## src/bgf_pkg.sv

```systemverilog
// ----------------------------------------------------------------------------
// bgf_pkg
// Types, constants and the hash distance function of the burst group finder.
// ----------------------------------------------------------------------------
package bgf_pkg;

	localparam int PHOTOS_DEF = 32;
	localparam int TAG_W      = 16;
	localparam int TIME_W     = 40;
	localparam int HASH_W     = 64;
	localparam int WIN_W      = 32;
	localparam int LIM_W      = 7;
	localparam int GRP_W      = 6;
	localparam int CFG_IDX_W  = 2;
	localparam int CFG_DATA_W = 32;

	localparam logic [CFG_IDX_W-1:0] CFG_TIME_WINDOW = 2'd0;
	localparam logic [CFG_IDX_W-1:0] CFG_HASH_LIMIT  = 2'd1;

	localparam logic [WIN_W-1:0] WINDOW_RST = 32'd2;
	localparam logic [LIM_W-1:0] LIMIT_RST  = 7'd10;

	localparam logic KIND_MEMBER = 1'b0;
	localparam logic KIND_END    = 1'b1;

	typedef struct packed {
		logic [TAG_W-1:0]  photo_tag;
		logic              has_capture_time;
		logic [TIME_W-1:0] capture_seconds;
		logic [TIME_W-1:0] created_seconds;
		logic [HASH_W-1:0] photo_hash;
		logic              last_photo;
	} photo_in_t;

	typedef struct packed {
		logic             record_kind;
		logic [GRP_W-1:0] group_number;
		logic [TAG_W-1:0] member_tag;
		logic             group_end;
	} group_out_t;

	typedef struct packed {
		logic [TAG_W-1:0]  tag;
		logic              cap_flag;
		logic [TIME_W-1:0] cap_time;
		logic [TIME_W-1:0] cre_time;
		logic [HASH_W-1:0] hash;
	} rec_t;

	typedef struct packed {
		logic a_first;
		logic gap_over;
		logic hash_near;
	} cmp_res_t;

	function automatic logic [LIM_W-1:0] hash_dist(input logic [HASH_W-1:0] v);
		logic [3:0]       b;
		logic [LIM_W-1:0] s;
		s = '0;
		for (int y = 0; y < 8; y++) begin
			b = '0;
			for (int x = 0; x < 8; x++) begin
				b = b + 4'(v[y*8+x]);
			end
			s = s + LIM_W'(b);
		end
		return s;
	endfunction

endpackage

```

## src/bgf_cmp.sv

```systemverilog
// ----------------------------------------------------------------------------
// bgf_cmp
// Shared compare unit: time order, time gap check and hash distance check.
// ----------------------------------------------------------------------------
module bgf_cmp import bgf_pkg::*; (
	input  logic             clk,
	input  logic             en,
	input  rec_t             rec_a,
	input  rec_t             rec_b,
	input  logic [WIN_W-1:0] window,
	input  logic [LIM_W-1:0] limit,
	output cmp_res_t         res
);

	logic              both;
	logic [TIME_W-1:0] ta;
	logic [TIME_W-1:0] tb;
	logic [TIME_W-1:0] gap;
	logic [TIME_W-1:0] gap_s1;
	logic [HASH_W-1:0] xor_s1;

	always_comb begin
		both = rec_a.cap_flag & rec_b.cap_flag;
		ta   = both ? rec_a.cap_time : rec_a.cre_time;
		tb   = both ? rec_b.cap_time : rec_b.cre_time;
		gap  = (ta >= tb) ? (ta - tb) : (tb - ta);
	end

	always_ff @(posedge clk) begin
		if (en) begin
			gap_s1 <= gap;
			xor_s1 <= rec_a.hash ^ rec_b.hash;
		end
	end

	assign res.a_first   = ta < tb;
	assign res.gap_over  = gap_s1 > TIME_W'(window);
	assign res.hash_near = hash_dist(xor_s1) <= limit;

endmodule

```

## config.mk

```make
export PLATFORM = sky130hd
export DESIGN_NAME = bgf_cmp
export DESIGN_NICKNAME = d
export VERILOG_FILES = /design/src/bgf_pkg.sv /design/src/bgf_cmp.sv
export SDC_FILE = /design/constraint.sdc
export NUM_CORES = 1
export LEC_CHECK = 0
export BUFFER_PORTS_ARGS = -buffer_cell sky130_fd_sc_hd__buf_4
export CORE_MARGIN = 4
export CORE_UTILIZATION = 48
export DETAILED_ROUTE_END_ITERATION = 8
export GPL_TIMING_DRIVEN = 0
export PLACE_DENSITY = 0.78
export SYNTH_ARGS = -nofsm -noshare
export SYNTH_HDL_FRONTEND = slang
export SYNTH_SLANG_ARGS = --single-unit
```

## constraint.sdc

```tcl
create_clock -name clk -period 6.7 [get_ports clk]
set_input_delay 1.005 -clock clk [delete_from_list [all_inputs] [get_ports clk]]
set_output_delay 1.005 -clock clk [all_outputs]
set_load 0.01 [all_outputs]
```

# ---- Word-level counts from Yosys, hierarchy flattened
# Cells that the tools add are included.
dict set report classes {
  addsub 65
  magnitude_cmp 4
  mux 3
  bitwise 2
}
# cell count
set ops {}
lappend ops {{adder 4 x 1 -> 4 bit} 32}
lappend ops {{2-to-1 mux 40 bit} 3}
lappend ops {{subtractor 40 bit} 2}
lappend ops {{XOR 64 bit} 1}
lappend ops {{>= comparator 40 bit} 1}
lappend ops {{greater-than comparator 40 x 32 -> 1 bit} 1}
lappend ops {{less-than comparator 40 bit} 1}
lappend ops {{adder 3 x 1 -> 4 bit} 8}
lappend ops {{adder 7 x 4 -> 7 bit} 4}
lappend ops {{adder 2 x 1 -> 3 bit} 8}
lappend ops {{adder 1 x 1 -> 2 bit} 8}
lappend ops {{adder 6 x 4 -> 7 bit} 1}
lappend ops {{less-or-equal comparator 7 bit} 1}
lappend ops {{adder 5 x 4 -> 6 bit} 1}
lappend ops {{adder 4 x 4 -> 5 bit} 1}
lappend ops {{bitwise AND 1 bit} 1}
dict set report totals {
  ff_bits 104
  in_bits 363
  elab_cells 76
}

# ---- Depth between registers and ports, before layout
dict set report depth {
  depth_word 15
  ltp_mapped 27
}

# ---- Worst setup path after synthesis
# No wires, ideal clock.
dict set report synth_path {
  kind {reg2out}
  start {reg xor_s1[11]}
  end {out res[0] (netlist bit)}
  arrival_ps 6292
  slack_ps -597
  stages_incl_launch_ff 24
  n_path_buf 0
  cell_sequence {edfxtp_1 > fa_1 > inv_1 > fa_1 > inv_1 > fa_1 > inv_1 > fa_1 > fa_1 > fa_1 > fa_1 > fa_1 > inv_1 > ha_1 > a21o_1 > a21oi_1 > o21bai_1 > a21oi_1 > xnor2_1 > ha_1 > nor2b_1 > o21ai_0 > o21ai_0 > o22ai_1}
}
# item line_no
set synth_lines {}
lappend synth_lines {{from (decl)} bgf_cmp.sv:20} ;# logic [HASH_W-1:0] xor_s1;
lappend synth_lines {{from (signal assigned)} bgf_cmp.sv:32} ;# xor_s1 <= rec_a.hash ^ rec_b.hash;
lappend synth_lines {{to (decl)} bgf_cmp.sv:12} ;# output cmp_res_t res

==> results.md <==
- The flow ran to the end, but the final reports show violations.
- The final reports fail on negative setup slack.
- The number of nets in the layout is 2184.
- The sequential area share after synthesis is 26.08%.
- The critical path starts at xor_s1[53]$_DFFE_PP_.
- The total half-perimeter wirelength after legalization and detailed placement is 29010 um.
- Of the available clock period, the critical path in the final layout requires 117.5%.
- The number of standard cells after synthesis is 1286.
- Input and output buffers added on the ports amount to 333.
- For this run, the top clock speed supported by timing is 127.0 MHz.
- The via density per instance is 5.284.
- The tool flagged a number of max-cap violations equal to 0.
- The total detailed-routing wirelength is 33770 um.
- The master cell of the clock root buffer is sky130_fd_sc_hd__clkbuf_16.
- The total core area is 0.02446 mm^2.
- The number of levels the H-tree was split into is 3.
- The number of buffers created by CTS is 9.
- The slowest stage of the critical path is the sky130_fd_sc_hd__fa_1 cell.
- The count of different cell masters after synthesis is 77.
- Setup slack on the critical path of the routed design comes to -1.173 ns.
- The area growth from synthesis to layout is 27.00%.
- The overall via count from detail_route is 10360.
- The worst-case clock buffer depth is 2.
- The die area is 0.02754 mm^2.
- The repair_antennas step left the layout with diodes totalling 0.
- The number of max-slew violations in the final report is 0.
- After synthesis, the mean cell area works out to 9.312 um^2.
- The remaining number of nets flagged by the antenna check after routing is 0.
- The cell row count is 57.
- The number of design-rule violations left by the first detailed-router iteration is 644.
- The fraction of layout instances using a drive strength above 1 is 25.41%.
- In this design, the critical path's most frequently occurring cell is sky130_fd_sc_hd__fa_1.
- The TritonCTS clock tree is done.
- In this run the tightest slew margin relative to its limit is 14.19%.
- The worst setup path is launched from a flop.
- After detailed routing, the average wire length per cell comes to 17.22 um.
- At the worst endpoint, the arrival time is 6.87 ns.
- Setup violations remaining at the end of the flow were counted as 1.
- Pin placement for this block handled 366 I/O pins.
- The critical path endpoint is res[0].
- The synthesized flop and latch total is 104.
- The worst setup path category is reg2out.
- STA classifies the critical path endpoint as an output pin.
- In the routed design, unresolved DRC markers number 0.
- The final number of hold-violating endpoints came to 0.
- The die outline width is 166.0 um.
- Setup repair after global routing could not meet its margin everywhere.
- The clock-pin slew on the worst setup and hold paths is 0.07 ns.
- Once the floorplan was initialized, standard cells occupied 48.95% of the core.
- The peak per-stage delay on the critical path is 0.52 ns.
- The slew at the pin closest to its max-slew limit is 1.287 ns.
- The number of antenna violations at the first check in global routing came to 0.
- Routability-driven placement finished with a final weighted congestion of 0.9511.
- The placement-stage cell area is 0.01490 mm^2.
- The via count of the first global-routing pass is 10630.
- Among all flip-flop cells after synthesis, the most frequent one is sky130_fd_sc_hd__edfxtp_1.
- The clock sink total is 104.
- After synthesis the cells add up to 0.01198 mm^2.
- Global routing finished with a remaining overflow of 0.
- In this run the worst path has a maximum fanout of 2.
- The count of yosys warnings during synthesis is 0.
- The total track usage is 23.88%.
- The minimum clock period is 7.873 ns.
- In the synthesized netlist the async set-or-reset flop fraction comes to 0%.
- The first detailed-routing pass ran for 5 iterations.
- Data on the critical path is required at its endpoint by 5.69 ns.
- The min-delay analysis places its worst path in the category in2reg.
- The height of the die is 166.0 um.
- The design area is 0.01521 mm^2.
- The number of enable flip-flop cells after synthesis is 104.
- The largest net degree at the start of global routing is 105.
- The first-pass GRT wire length is 53800 um.
- The net count of the mapped netlist is 1838.
[how the worst min path moves through the flow]
| stage | start | endpoint | cells after the start |
|---|---|---|---|
| global route | rec_a[29] | xor_s1[29]$_DFFE_PP_ | 2 |
| finish | rec_a[29] | xor_s1[29]$_DFFE_PP_ | 2 |
| global placement | rec_a[37] | xor_s1[37]$_DFFE_PP_ | 2 |
| floorplan | en | gap_s1[0]$_DFFE_PP_ | 0 |
| detailed placement | rec_a[51] | xor_s1[51]$_DFFE_PP_ | 2 |
| CTS | rec_a[33] | xor_s1[33]$_DFFE_PP_ | 2 |
[flip-flops by register name, indices dropped and copies added, names as in the netlist]
| register | count |
|---|---|
| gap_s1 | 40 |
| xor_s1 | 64 |
[cells by family (layout without fill, tap and decap cells)]
logic type,count (synthesis),in the layout,synth area share (%)
xor+xnor,105,105,7.680
buf+inv,272,623,9.153
mux,98,98,8.244
fa+ha+maj,189,189,23.26
compound gates,303,303,16.52
simple gates,215,215,9.069
flops,104,104,26.08
[cells in the final DEF (no fill, tap or decap), types with 7 or more instances in the layout]
| cell | Yosys | layout |
|---|---|---|
| sky130_fd_sc_hd__a211oi_1 | 8 | 8 |
| sky130_fd_sc_hd__a21o_1 | 40 | 40 |
| sky130_fd_sc_hd__a21oi_1 | 100 | 97 |
| sky130_fd_sc_hd__a31oi_1 | 10 | 10 |
| sky130_fd_sc_hd__buf_1 | 9 | 9 |
| sky130_fd_sc_hd__buf_2 | 18 | 18 |
| sky130_fd_sc_hd__buf_4 | 2 | 336 |
| sky130_fd_sc_hd__buf_6 | 6 | 7 |
| sky130_fd_sc_hd__clkbuf_1 | 12 | 12 |
| sky130_fd_sc_hd__clkbuf_16 | 0 | 9 |
| sky130_fd_sc_hd__edfxtp_1 | 104 | 104 |
| sky130_fd_sc_hd__fa_1 | 56 | 52 |
| sky130_fd_sc_hd__ha_1 | 133 | 132 |
| sky130_fd_sc_hd__inv_1 | 225 | 223 |
| sky130_fd_sc_hd__mux2i_1 | 93 | 93 |
| sky130_fd_sc_hd__nand2_1 | 59 | 59 |
| sky130_fd_sc_hd__nand2b_1 | 10 | 10 |
| sky130_fd_sc_hd__nand3_1 | 18 | 18 |
| sky130_fd_sc_hd__nand4_1 | 22 | 22 |
| sky130_fd_sc_hd__nor2_1 | 53 | 53 |
| sky130_fd_sc_hd__nor2b_1 | 10 | 10 |
| sky130_fd_sc_hd__nor3_1 | 16 | 16 |
| sky130_fd_sc_hd__o211ai_1 | 8 | 8 |
| sky130_fd_sc_hd__o21a_1 | 13 | 13 |
| sky130_fd_sc_hd__o21ai_0 | 57 | 55 |
| sky130_fd_sc_hd__o21bai_1 | 17 | 17 |
| sky130_fd_sc_hd__o221ai_1 | 7 | 7 |
| sky130_fd_sc_hd__xnor2_1 | 27 | 27 |
| sky130_fd_sc_hd__xor2_1 | 78 | 78 |
[Yosys cell counts (all sizes together), types with 27 or more instances]
master / count / area [um^2]
fa: 56 / 1121
nor2: 54 / 205.2
a21oi: 103 / 534.3
edfxtp: 104 / 3123
inv: 225 / 844.6
mux2i: 93 / 930.9
xor2: 78 / 683.2
o21ai: 60 / 300.3
buf: 35 / 206.4
xnor2: 27 / 236.5
ha: 133 / 1664
nand2: 60 / 232.7
a21o: 41 / 309.1
[per-stage QoR]
step | setup WS, ns | utilization, % | instances | TNS [ns] | hold slack, ns
floorplan | -0.4083 | - | 1286 | -0.4083 | 1.118
global placement | -0.8304 | 60.91 | 1943 | -0.8304 | 1.309
detailed placement | -0.9136 | 60.91 | 1943 | -0.9136 | 1.310
CTS | -1.266 | 62.10 | 1959 | -1.266 | 0.9404
global route | -1.427 | 62.17 | 1961 | -1.427 | 0.9366
finish | -1.173 | 62.17 | 1961 | -1.173 | 0.9512
[timing repair]
| action | in CTS | in global routing |
|---|---|---|
| hold endpoints to repair | 0 | 0 |
| endpoints found under the setup margin | 1 | 1 |
| buffers inserted | 0 | 2 |
| pin swaps | 3 | 6 |
| gates resized for setup | 7 | 1 |
| hold buffers | 0 | 0 |
[final cells by class]
cell class	instances	area (um^2)
Fill cell	2120	9254
Clock inverter	7	53.80
Clock buffer	9	225.2
Tap cell	324	405.4
Multi-Input combinational cell	910	7786
Timing Repair Buffer	335	2519
Sequential cell	104	3123
Buffer	47	251.5
Inverter	225	844.6
[layer usage]
metal,track usage (%),part of all wire [%]
met1,30.10,41
met3,3.499,6.0
met4,5.954,2.1
met2,43.11,51
met5,0,0
[critical path: cells and delay by family, from the launching register on]
family	cells	cell delay [ns]
and+or+nand+nor	1	0.06
adders and majority gates	11	4.77
buffers and inverters	9	0.57
DFF	1	0.40
AOI/OAI and AO/OA	6	0.62
xor gates and xnor gates	1	0.13
Power is left out: the tool's default activity adds up to more than one toggle a clock period on the data nets, which glitch-free logic cannot reach.
